$ cat src/design/adpe_pkg.sv
// Shared types and constants for the data-processing execute pipeline.
// It has no dependencies. The decode, shift, ALU and top-level files import it.
package adpe_pkg;

    typedef enum logic [2:0] {
        OUT_EXEC      = 3'd0,
        OUT_COND_FAIL = 3'd1,
        OUT_R15_UNDEF = 3'd2,
        OUT_UNSUP     = 3'd3,
        OUT_COND_NV   = 3'd4
    } t_outcome;

    typedef enum logic [1:0] {
        SH_LSL = 2'd0,
        SH_LSR = 2'd1,
        SH_ASR = 2'd2,
        SH_ROR = 2'd3
    } t_shift_kind;

    typedef enum logic [1:0] {
        ALU_AND = 2'd0,
        ALU_EOR = 2'd1,
        ALU_SUB = 2'd2
    } t_alu_op;

    typedef enum logic [3:0] {
        CC_EQ = 4'd0,  CC_NE = 4'd1,  CC_CS = 4'd2,  CC_CC = 4'd3,
        CC_MI = 4'd4,  CC_PL = 4'd5,  CC_VS = 4'd6,  CC_VC = 4'd7,
        CC_HI = 4'd8,  CC_LS = 4'd9,  CC_GE = 4'd10, CC_LT = 4'd11,
        CC_GT = 4'd12, CC_LE = 4'd13, CC_AL = 4'd14, CC_NV = 4'd15
    } t_cond;

    localparam logic [3:0] OPC_AND  = 4'h0;
    localparam logic [3:0] OPC_EOR  = 4'h1;
    localparam logic [3:0] OPC_SUB  = 4'h2;
    localparam logic [2:0] CLS_REG  = 3'b000;
    localparam logic [2:0] CLS_IMM  = 3'b001;
    localparam logic [3:0] REG_PC   = 4'hF;
    localparam logic [31:0] PC_AHEAD = 32'd8;
    localparam logic [7:0] SHIFT_32 = 8'd32;

    typedef struct packed {
        t_outcome    outcome;
        logic [3:0]  rd;
        logic        sbit;
        t_alu_op     op;
        logic [3:0]  flags;
        logic [31:0] a;
        logic [31:0] src;
        t_shift_kind kind;
        logic [7:0]  count;
        logic        rrx;
    } t_dec_stage;

    typedef struct packed {
        t_outcome    outcome;
        logic [3:0]  rd;
        logic        sbit;
        t_alu_op     op;
        logic [3:0]  flags;
        logic [31:0] a;
        logic [31:0] op2;
        logic        carry;
    } t_shf_stage;

endpackage

$ cat src/design/adpe_decode.sv
// First pipeline stage: condition test, instruction classification and operand selection.
// It uses the types and constants of adpe_pkg.
module adpe_decode (
    input  logic                i_clk,
    input  logic                i_rst_n,
    input  logic                i_en,
    input  logic                i_valid,
    input  logic [31:0]         i_instruction,
    input  logic [31:0]         i_first_value,
    input  logic [31:0]         i_shift_source_value,
    input  logic [31:0]         i_shift_count_value,
    input  logic [31:0]         i_pc_value,
    input  logic [3:0]          i_flags_in,
    output logic                o_valid,
    output adpe_pkg::t_dec_stage o_stage
);
    import adpe_pkg::*;

    logic        r_valid;
    t_dec_stage  r_stage;
    t_dec_stage  n_stage;

    logic [3:0]  cond;
    logic [2:0]  cls;
    logic [3:0]  opc;
    logic [3:0]  rn;
    logic [3:0]  rd;
    logic [3:0]  rs;
    logic [3:0]  rm;
    logic [4:0]  imm_shift;
    logic [31:0] pc8;
    logic        cond_ok;
    logic        unsup;
    logic        r15_undef;
    logic        fn;
    logic        fz;
    logic        fc;
    logic        fv;

    assign cond      = i_instruction[31:28];
    assign cls       = i_instruction[27:25];
    assign opc       = i_instruction[24:21];
    assign rn        = i_instruction[19:16];
    assign rd        = i_instruction[15:12];
    assign rs        = i_instruction[11:8];
    assign rm        = i_instruction[3:0];
    assign imm_shift = i_instruction[11:7];
    assign pc8       = i_pc_value + PC_AHEAD;
    assign fn        = i_flags_in[3];
    assign fz        = i_flags_in[2];
    assign fc        = i_flags_in[1];
    assign fv        = i_flags_in[0];

    always_comb begin
        case (t_cond'(cond))
            CC_EQ:   cond_ok = fz;
            CC_NE:   cond_ok = !fz;
            CC_CS:   cond_ok = fc;
            CC_CC:   cond_ok = !fc;
            CC_MI:   cond_ok = fn;
            CC_PL:   cond_ok = !fn;
            CC_VS:   cond_ok = fv;
            CC_VC:   cond_ok = !fv;
            CC_HI:   cond_ok = fc && !fz;
            CC_LS:   cond_ok = !fc || fz;
            CC_GE:   cond_ok = (fn == fv);
            CC_LT:   cond_ok = (fn != fv);
            CC_GT:   cond_ok = !fz && (fn == fv);
            CC_LE:   cond_ok = fz || (fn != fv);
            default: cond_ok = 1'b1;
        endcase
    end

    assign unsup = ((cls != CLS_REG) && (cls != CLS_IMM))
                || ((cls == CLS_REG) && i_instruction[7] && i_instruction[4])
                || ((opc != OPC_AND) && (opc != OPC_EOR) && (opc != OPC_SUB));

    assign r15_undef = (cls == CLS_REG) && i_instruction[4]
                    && ((rn == REG_PC) || (rm == REG_PC) || (rs == REG_PC) || (rd == REG_PC));

    always_comb begin
        n_stage.rd    = rd;
        n_stage.sbit  = i_instruction[20];
        n_stage.flags = i_flags_in;
        n_stage.a     = (rn == REG_PC) ? pc8 : i_first_value;

        if (t_cond'(cond) == CC_NV) begin
            n_stage.outcome = OUT_COND_NV;
        end else if (!cond_ok) begin
            n_stage.outcome = OUT_COND_FAIL;
        end else if (unsup) begin
            n_stage.outcome = OUT_UNSUP;
        end else if (r15_undef) begin
            n_stage.outcome = OUT_R15_UNDEF;
        end else begin
            n_stage.outcome = OUT_EXEC;
        end

        case (opc)
            OPC_AND: n_stage.op = ALU_AND;
            OPC_EOR: n_stage.op = ALU_EOR;
            default: n_stage.op = ALU_SUB;
        endcase

        // Every operand form is mapped onto register-shift semantics for the next stage.
        n_stage.rrx = 1'b0;
        if (cls == CLS_IMM) begin
            n_stage.src   = {24'd0, i_instruction[7:0]};
            n_stage.kind  = SH_ROR;
            n_stage.count = {3'd0, i_instruction[11:8], 1'b0};
        end else if (!i_instruction[4]) begin
            n_stage.src  = (rm == REG_PC) ? pc8 : i_shift_source_value;
            n_stage.kind = t_shift_kind'(i_instruction[6:5]);
            if ((imm_shift == 5'd0)
                && ((n_stage.kind == SH_LSR) || (n_stage.kind == SH_ASR))) begin
                n_stage.count = SHIFT_32;
            end else begin
                n_stage.count = {3'd0, imm_shift};
            end
            n_stage.rrx = (imm_shift == 5'd0) && (n_stage.kind == SH_ROR);
        end else begin
            n_stage.src   = (rm == REG_PC) ? pc8 : i_shift_source_value;
            n_stage.kind  = t_shift_kind'(i_instruction[6:5]);
            n_stage.count = i_shift_count_value[7:0];
        end
    end

    always_ff @(posedge i_clk) begin
        if (!i_rst_n) begin
            r_valid <= 1'b0;
        end else if (i_en) begin
            r_valid <= i_valid;
        end
    end

    always_ff @(posedge i_clk) begin
        if (i_en) begin
            r_stage <= n_stage;
        end
    end

    assign o_valid = r_valid;
    assign o_stage = r_stage;

endmodule

$ cat src/design/adpe_shift.sv
// Second pipeline stage: barrel shifter forming the shifter operand and its carry-out.
// It uses the types and constants of adpe_pkg.
module adpe_shift (
    input  logic                 i_clk,
    input  logic                 i_rst_n,
    input  logic                 i_en,
    input  logic                 i_valid,
    input  adpe_pkg::t_dec_stage i_stage,
    output logic                 o_valid,
    output adpe_pkg::t_shf_stage o_stage
);
    import adpe_pkg::*;

    logic        r_valid;
    t_shf_stage  r_stage;
    t_shf_stage  n_stage;

    logic [31:0] m;
    logic [4:0]  r;
    logic        cin;
    logic        below32;
    logic [32:0] lsl_full;
    logic [32:0] lsr_full;
    logic [32:0] asr_full;
    logic [63:0] ror_full;

    assign m        = i_stage.src;
    assign r        = i_stage.count[4:0];
    assign cin      = i_stage.flags[1];
    assign below32  = (i_stage.count[7:5] == 3'd0);
    assign lsl_full = {1'b0, m} << r;
    assign lsr_full = {m, 1'b0} >> r;
    assign asr_full = $unsigned($signed({m, 1'b0}) >>> r);
    assign ror_full = {m, m} >> r;

    always_comb begin
        n_stage.outcome = i_stage.outcome;
        n_stage.rd      = i_stage.rd;
        n_stage.sbit    = i_stage.sbit;
        n_stage.op      = i_stage.op;
        n_stage.flags   = i_stage.flags;
        n_stage.a       = i_stage.a;

        if (i_stage.rrx) begin
            n_stage.op2   = {cin, m[31:1]};
            n_stage.carry = m[0];
        end else if (i_stage.count == 8'd0) begin
            n_stage.op2   = m;
            n_stage.carry = cin;
        end else begin
            case (i_stage.kind)
                SH_LSL: begin
                    if (below32) begin
                        n_stage.op2   = lsl_full[31:0];
                        n_stage.carry = lsl_full[32];
                    end else begin
                        n_stage.op2   = 32'd0;
                        n_stage.carry = (i_stage.count == SHIFT_32) ? m[0] : 1'b0;
                    end
                end
                SH_LSR: begin
                    if (below32) begin
                        n_stage.op2   = lsr_full[32:1];
                        n_stage.carry = lsr_full[0];
                    end else begin
                        n_stage.op2   = 32'd0;
                        n_stage.carry = (i_stage.count == SHIFT_32) ? m[31] : 1'b0;
                    end
                end
                SH_ASR: begin
                    if (below32) begin
                        n_stage.op2   = asr_full[32:1];
                        n_stage.carry = asr_full[0];
                    end else begin
                        n_stage.op2   = {32{m[31]}};
                        n_stage.carry = m[31];
                    end
                end
                default: begin
                    n_stage.op2   = ror_full[31:0];
                    n_stage.carry = ror_full[31];
                end
            endcase
        end
    end

    always_ff @(posedge i_clk) begin
        if (!i_rst_n) begin
            r_valid <= 1'b0;
        end else if (i_en) begin
            r_valid <= i_valid;
        end
    end

    always_ff @(posedge i_clk) begin
        if (i_en) begin
            r_stage <= n_stage;
        end
    end

    assign o_valid = r_valid;
    assign o_stage = r_stage;

endmodule

$ cat src/design/adpe_alu.sv
// Third pipeline stage: AND, EOR and SUB with flag generation and the output register.
// It uses the types and constants of adpe_pkg.
module adpe_alu (
    input  logic                 i_clk,
    input  logic                 i_rst_n,
    input  logic                 i_en,
    input  logic                 i_valid,
    input  adpe_pkg::t_shf_stage i_stage,
    output logic                 o_valid,
    output logic [2:0]           o_outcome,
    output logic [31:0]          o_result_value,
    output logic [3:0]           o_dest_reg,
    output logic                 o_write_reg,
    output logic [3:0]           o_flags_out
);
    import adpe_pkg::*;

    logic        r_valid;
    t_outcome    r_outcome;
    logic [31:0] r_result;
    logic [3:0]  r_dest;
    logic        r_write;
    logic [3:0]  r_flags;

    logic [31:0] n_result;
    logic        n_write;
    logic [3:0]  n_flags;

    logic [32:0] diff;
    logic [31:0] alu;
    logic        exec;
    logic        c_new;
    logic        v_new;

    assign diff = {1'b0, i_stage.a} - {1'b0, i_stage.op2};
    assign exec = (i_stage.outcome == OUT_EXEC);

    always_comb begin
        case (i_stage.op)
            ALU_AND: alu = i_stage.a & i_stage.op2;
            ALU_EOR: alu = i_stage.a ^ i_stage.op2;
            default: alu = diff[31:0];
        endcase

        if (i_stage.op == ALU_SUB) begin
            c_new = !diff[32];
            v_new = (i_stage.a[31] ^ i_stage.op2[31]) & (i_stage.a[31] ^ diff[31]);
        end else begin
            c_new = i_stage.carry;
            v_new = i_stage.flags[0];
        end

        n_result = exec ? alu : 32'd0;
        n_write  = exec;
        if (exec && i_stage.sbit && (i_stage.rd != REG_PC)) begin
            n_flags = {alu[31], (alu == 32'd0), c_new, v_new};
        end else begin
            n_flags = i_stage.flags;
        end
    end

    always_ff @(posedge i_clk) begin
        if (!i_rst_n) begin
            r_valid <= 1'b0;
        end else if (i_en) begin
            r_valid <= i_valid;
        end
    end

    always_ff @(posedge i_clk) begin
        if (i_en) begin
            r_outcome <= i_stage.outcome;
            r_result  <= n_result;
            r_dest    <= i_stage.rd;
            r_write   <= n_write;
            r_flags   <= n_flags;
        end
    end

    assign o_valid        = r_valid;
    assign o_outcome      = r_outcome;
    assign o_result_value = r_result;
    assign o_dest_reg     = r_dest;
    assign o_write_reg    = r_write;
    assign o_flags_out    = r_flags;

endmodule

$ cat src/design/arm_data_processing_execute_core.sv
// Top level of the data-processing execute pipeline: decode, shift and ALU stages.
// It depends on adpe_pkg, adpe_decode, adpe_shift and adpe_alu.
//
// Usage:
// The input channel carries one data-processing instruction with its Rn, Rm and Rs values,
// its address and the current NZCV flags. A transfer takes place on a rising edge where
// i_valid is high and o_stall is low. The output channel returns one result for every
// input transfer: the outcome code, the ALU result, Rd, the write enable and the new
// flags. An output transfer takes place where o_valid is high and i_stall is low.
// An input transfer reaches o_valid after the decode, barrel shift and ALU register stages.
// Throughput is one instruction per cycle while i_stall is low; each stage is one register.
// Each stage advances when it is empty or the stage after it advances. When the receiver
// stalls, the pipeline fills and the results are held in place. o_stall rises only when
// all three stages hold instructions and the output is stalled. Bubbles close up while
// the output waits. A synchronous reset (i_rst_n low) clears all stage valid bits.
// The block keeps no other state.
module arm_data_processing_execute_core (
    input  logic        i_clk,
    input  logic        i_rst_n,
    input  logic        i_valid,
    output logic        o_stall,
    input  logic [31:0] i_instruction,
    input  logic [31:0] i_first_value,
    input  logic [31:0] i_shift_source_value,
    input  logic [31:0] i_shift_count_value,
    input  logic [31:0] i_pc_value,
    input  logic [3:0]  i_flags_in,
    output logic        o_valid,
    input  logic        i_stall,
    output logic [2:0]  o_outcome,
    output logic [31:0] o_result_value,
    output logic [3:0]  o_dest_reg,
    output logic        o_write_reg,
    output logic [3:0]  o_flags_out
);
    import adpe_pkg::*;

    logic       dec_valid;
    logic       shf_valid;
    logic       en_dec;
    logic       en_shf;
    logic       en_alu;
    t_dec_stage dec_stage;
    t_shf_stage shf_stage;

    assign en_alu  = !o_valid || !i_stall;
    assign en_shf  = !shf_valid || en_alu;
    assign en_dec  = !dec_valid || en_shf;
    assign o_stall = !en_dec;

    adpe_decode u_decode (
        .i_clk                (i_clk),
        .i_rst_n              (i_rst_n),
        .i_en                 (en_dec),
        .i_valid              (i_valid),
        .i_instruction        (i_instruction),
        .i_first_value        (i_first_value),
        .i_shift_source_value (i_shift_source_value),
        .i_shift_count_value  (i_shift_count_value),
        .i_pc_value           (i_pc_value),
        .i_flags_in           (i_flags_in),
        .o_valid              (dec_valid),
        .o_stage              (dec_stage)
    );

    adpe_shift u_shift (
        .i_clk   (i_clk),
        .i_rst_n (i_rst_n),
        .i_en    (en_shf),
        .i_valid (dec_valid),
        .i_stage (dec_stage),
        .o_valid (shf_valid),
        .o_stage (shf_stage)
    );

    adpe_alu u_alu (
        .i_clk          (i_clk),
        .i_rst_n        (i_rst_n),
        .i_en           (en_alu),
        .i_valid        (shf_valid),
        .i_stage        (shf_stage),
        .o_valid        (o_valid),
        .o_outcome      (o_outcome),
        .o_result_value (o_result_value),
        .o_dest_reg     (o_dest_reg),
        .o_write_reg    (o_write_reg),
        .o_flags_out    (o_flags_out)
    );

endmodule
$ cat config.mk
export PLATFORM = sky130hd
export DESIGN_NAME = arm_data_processing_execute_core
export DESIGN_NICKNAME = d
export VERILOG_FILES = /design/src/design/adpe_pkg.sv /design/src/design/adpe_decode.sv /design/src/design/adpe_shift.sv /design/src/design/adpe_alu.sv /design/src/design/arm_data_processing_execute_core.sv
export SDC_FILE = /design/constraint.sdc
export NUM_CORES = 1
export LEC_CHECK = 0
export ABC_AREA = 1
export BUFFER_PORTS_ARGS = -buffer_cell sky130_fd_sc_hd__clkbuf_2
export CAP_MARGIN = 20
export CORE_ASPECT_RATIO = 0.8
export CORE_UTILIZATION = 30
export CTS_CLUSTER_DIAMETER = 100
export DETAILED_ROUTE_END_ITERATION = 7
export PLACE_DENSITY = 0.46
export SYNTH_ARGS = -nofsm -noshare
export SYNTH_HDL_FRONTEND = slang
export SYNTH_SLANG_ARGS = --single-unit
$ cat constraint.sdc
create_clock -name i_clk -period 7.58 [get_ports i_clk]
set_clock_uncertainty 0.2 [all_clocks]
set_input_delay 1.137 -clock i_clk [delete_from_list [all_inputs] [get_ports i_clk]]
set_output_delay 1.137 -clock i_clk [all_outputs]
set_load 0.1 [all_outputs]
==> impl_metrics.json <==
{
  "status": "finished, violations left",
  "violations": "DRC",
  "reg2reg_slack_ns": 3.58,
  "io_buffer_count": 189,
  "vias": 17927,
  "fmax_mhz": 224,
  "clk_latency_ns": 0.56,
  "power_mw": 4.31,
  "dieWidth_um": 275,
  "reg2regPathDepth": 12,
  "drtPass1Iterations": 7,
  "nFillCells": 6434,
  "drv_cap": 0,
  "syn_avg_cell_area_um2": 6.78,
  "hold_class": "register to register",
  "hold_viol": 0,
  "synth_top_area_cell": "edfxtp_1",
  "overflow": 0,
  "htreeDepth": 1,
  "synth_edf_count": 212,
  "yosysWarnings": 0,
  "worst_setup_path_start_kind": "primary input",
  "clock_sinks": 215,
  "gp_congestion": 0.953,
  "crit_type": "primary input to output port",
  "tightest_slew_ns": 1.08,
  "leakage_nw": 9.85,
  "arrival_ns": 3.14,
  "min_path_cells": 0,
  "placedCellCount": 3507,
  "clk_pin_slew_worst_paths_ns": 0.07,
  "antenna_found_initial": 2,
  "hold_start": "u_decode.o_stage[45]",
  "crit_fanout": 46,
  "setup_tns_ns": 0,
  "die-area_um2": 60400,
  "vias_per_cell": 5.04,
  "grt.total_usage": 0.239,
  "io_pins": 214,
  "synthCells": 2629,
  "r2r_end": "u_shift.o_stage[5]",
  "fp-row-count": 79,
  "wirelength_um": 72300,
  "power_density_nw_per_um2": 213,
  "final-seq-area_um2": 6430,
  "die_h_um": 220,
  "cts_setup_buffers": 0,
  "synth-seq-cells": 215,
  "final_cells": 3555,
  "grt_pass1_vias": 16952,
  "grt_max_degree": 73,
  "ant_nets": 0,
  "cts_root_buf": "clkbuf_16",
  "synth-main-ff-cell": "edfxtp_1",
  "ys_async_sr_fraction": 0,
  "cts_buffers": 25,
  "synth.net_count": 2864,
  "rsz0062_at_grt": "false",
  "hold_buffers": 0,
  "reg2reg_from": "u_decode.o_stage[2]",
  "slew_viol_final": 0,
  "relSlewSlack": 0.279,
  "grt_pass1_wl_um": 107000,
  "wl_per_cell_um": 20.3,
  "syn_area_um2": 17800,
  "min_period_ns": 4.47,
  "core-area_um2": 58400,
  "drive_above_1_share": 0.118,
  "yosys.area.top_type_share": 0.357,
  "multi_input_area_um2": 9430,
  "cts_tree": "built",
  "cp.required_ns": 6.24,
  "crit_path_end_kind": "output port",
  "synth-seq-area-share": 0.360,
  "report.final.setup_viol": 0,
  "initialDrtViolationCount": 1671,
  "cts_resized": 0,
  "finalNetCount": 3001,
  "drc": 4,
  "fin_crit_sh": 0.590,
  "synth_top_cells_by_area": "edfxtp_1, nand2_1, inv_1",
  "start_util": 0.305,
  "cts_buffer_depth": 3,
  "ys_types": 62,
  "largest_reg_flops": 89,
  "hold_end": "u_shift.o_stage[35]",
  "ir_drop_mv": 0.149,
  "hpwl_um": 57900,
  "area_growth_pct": 13.3
}
-- cells in the mapped netlist (11+ instances only) --
library cell,instances
a21oi_1,119
a31oi_1,13
buf_2,24
buf_6,12
clkbuf_1,48
edfxtp_1,212
ha_1,66
inv_1,366
nand2_1,881
nand2_2,11
nand3_1,136
nand3b_1,15
nand4_1,27
nor2_1,219
nor3_1,14
o211ai_1,18
o21ai_0,211
o21ai_1,78
xor2_1,15
-- per-layer routing --
layer	vias to the layer above	track usage	routed length (um)
li1	8814	-	-
met4	4	0.0435	1260
met3	74	0.0314	5530
met5	-	0	25
met2	719	0.359	30200
met1	8316	0.362	35300
-- through the flow --
step                hold slack (ns)  instance area [um2]  worst slack, ns   util
floorplan                     0.200                17800            0.481      -
global placement              0.205                19400             3.08  0.332
detailed placement            0.205                19400             2.99  0.332
CTS                           0.211                20200             3.02  0.345
global route                  0.220                20200             2.91  0.346
finish                        0.208                20200             3.11  0.346
-- worst max-delay path, cell delays in order --
cell        delay, ns
clkbuf_2         0.08
nand2_2          0.04
buf_4            0.30
nor2_1           0.25
clkinvlp_4       0.50
nor2_2           0.32
clkbuf_2         0.50
-- worst max-delay path by stage --
| stage | start | end | slack [ns] | cells past startpoint |
|---|---|---|---|---|
| final | i_stall | o_stall | 3.11 | 7 |
| after global routing | i_stall | o_stall | 2.91 | 7 |
| after CTS | i_stall | o_stall | 3.02 | 7 |
| after detailed placement | i_stall | u_decode.o_stage[9] | 2.99 | 8 |
| after global placement | i_stall | o_stall | 3.08 | 7 |
| after floorplan | u_alu.o_valid | u_decode.o_stage[0] | 0.48 | 5 |
-- layout by cell type (no fill, tap or decap), types with 4 or more instances in the layout --
| cell | count |
|---|---|
| nor3_1 | 14 |
| a31oi_1 | 13 |
| buf_4 | 27 |
| clkbuf_2 | 189 |
| inv_2 | 10 |
| clkbuf_16 | 25 |
| nand2_1 | 880 |
| clkinv_2 | 4 |
| o2111ai_1 | 4 |
| a21oi_1 | 119 |
| nand3_1 | 136 |
| a21oi_2 | 4 |
| inv_1 | 364 |
| mux2i_1 | 10 |
| nor2_4 | 5 |
| xor2_1 | 15 |
| ha_1 | 66 |
| clkbuf_1 | 7 |
| nand4_1 | 27 |
| clkinvlp_4 | 4 |
| nand3b_1 | 15 |
| o21ai_2 | 8 |
| o22ai_1 | 5 |
| edfxtp_1 | 212 |
| or2_2 | 4 |
| nor4_1 | 5 |
| xnor2_1 | 4 |
| o21ai_0 | 211 |
| nor2_2 | 7 |
| o21ai_1 | 78 |
| o211ai_1 | 18 |
| nor2_1 | 216 |
| nand3_2 | 5 |
| or2_1 | 5 |
| o21a_1 | 5 |
| o211ai_2 | 5 |
| nand2_2 | 12 |
-- power breakdown --
part | switching (mW) | total (mW) | internal (mW)
Combinational | 1.18 | 1.64 | 0.461
Clock | 0.505 | 1.15 | 0.648
Sequential | 0.0950 | 1.52 | 1.43
-- cells by family after synthesis --
logic type	after synthesis	share of synthesized area
compound gates	489	0.151
buf+inv	485	0.112
xor+xnor	20	0.0102
fa+ha+maj	67	0.0474
flops	215	0.360
simple gates	1342	0.312
mux	11	0.00688
-- cell type report --
| type | count | share of cell area |
|---|---|---|
| clock inverters | 11 | 0.00458 |
| repair buffers | 217 | 0.0582 |
| multi-input cells | 1929 | 0.467 |
| diodes | 1 | 0.000124 |
| well taps | 769 | 0.0476 |
| flip-flops and latches | 215 | 0.318 |
| clock buffers | 35 | 0.0343 |
| inverters | 378 | 0.0706 |
Power figures use the tool's default switching activity.
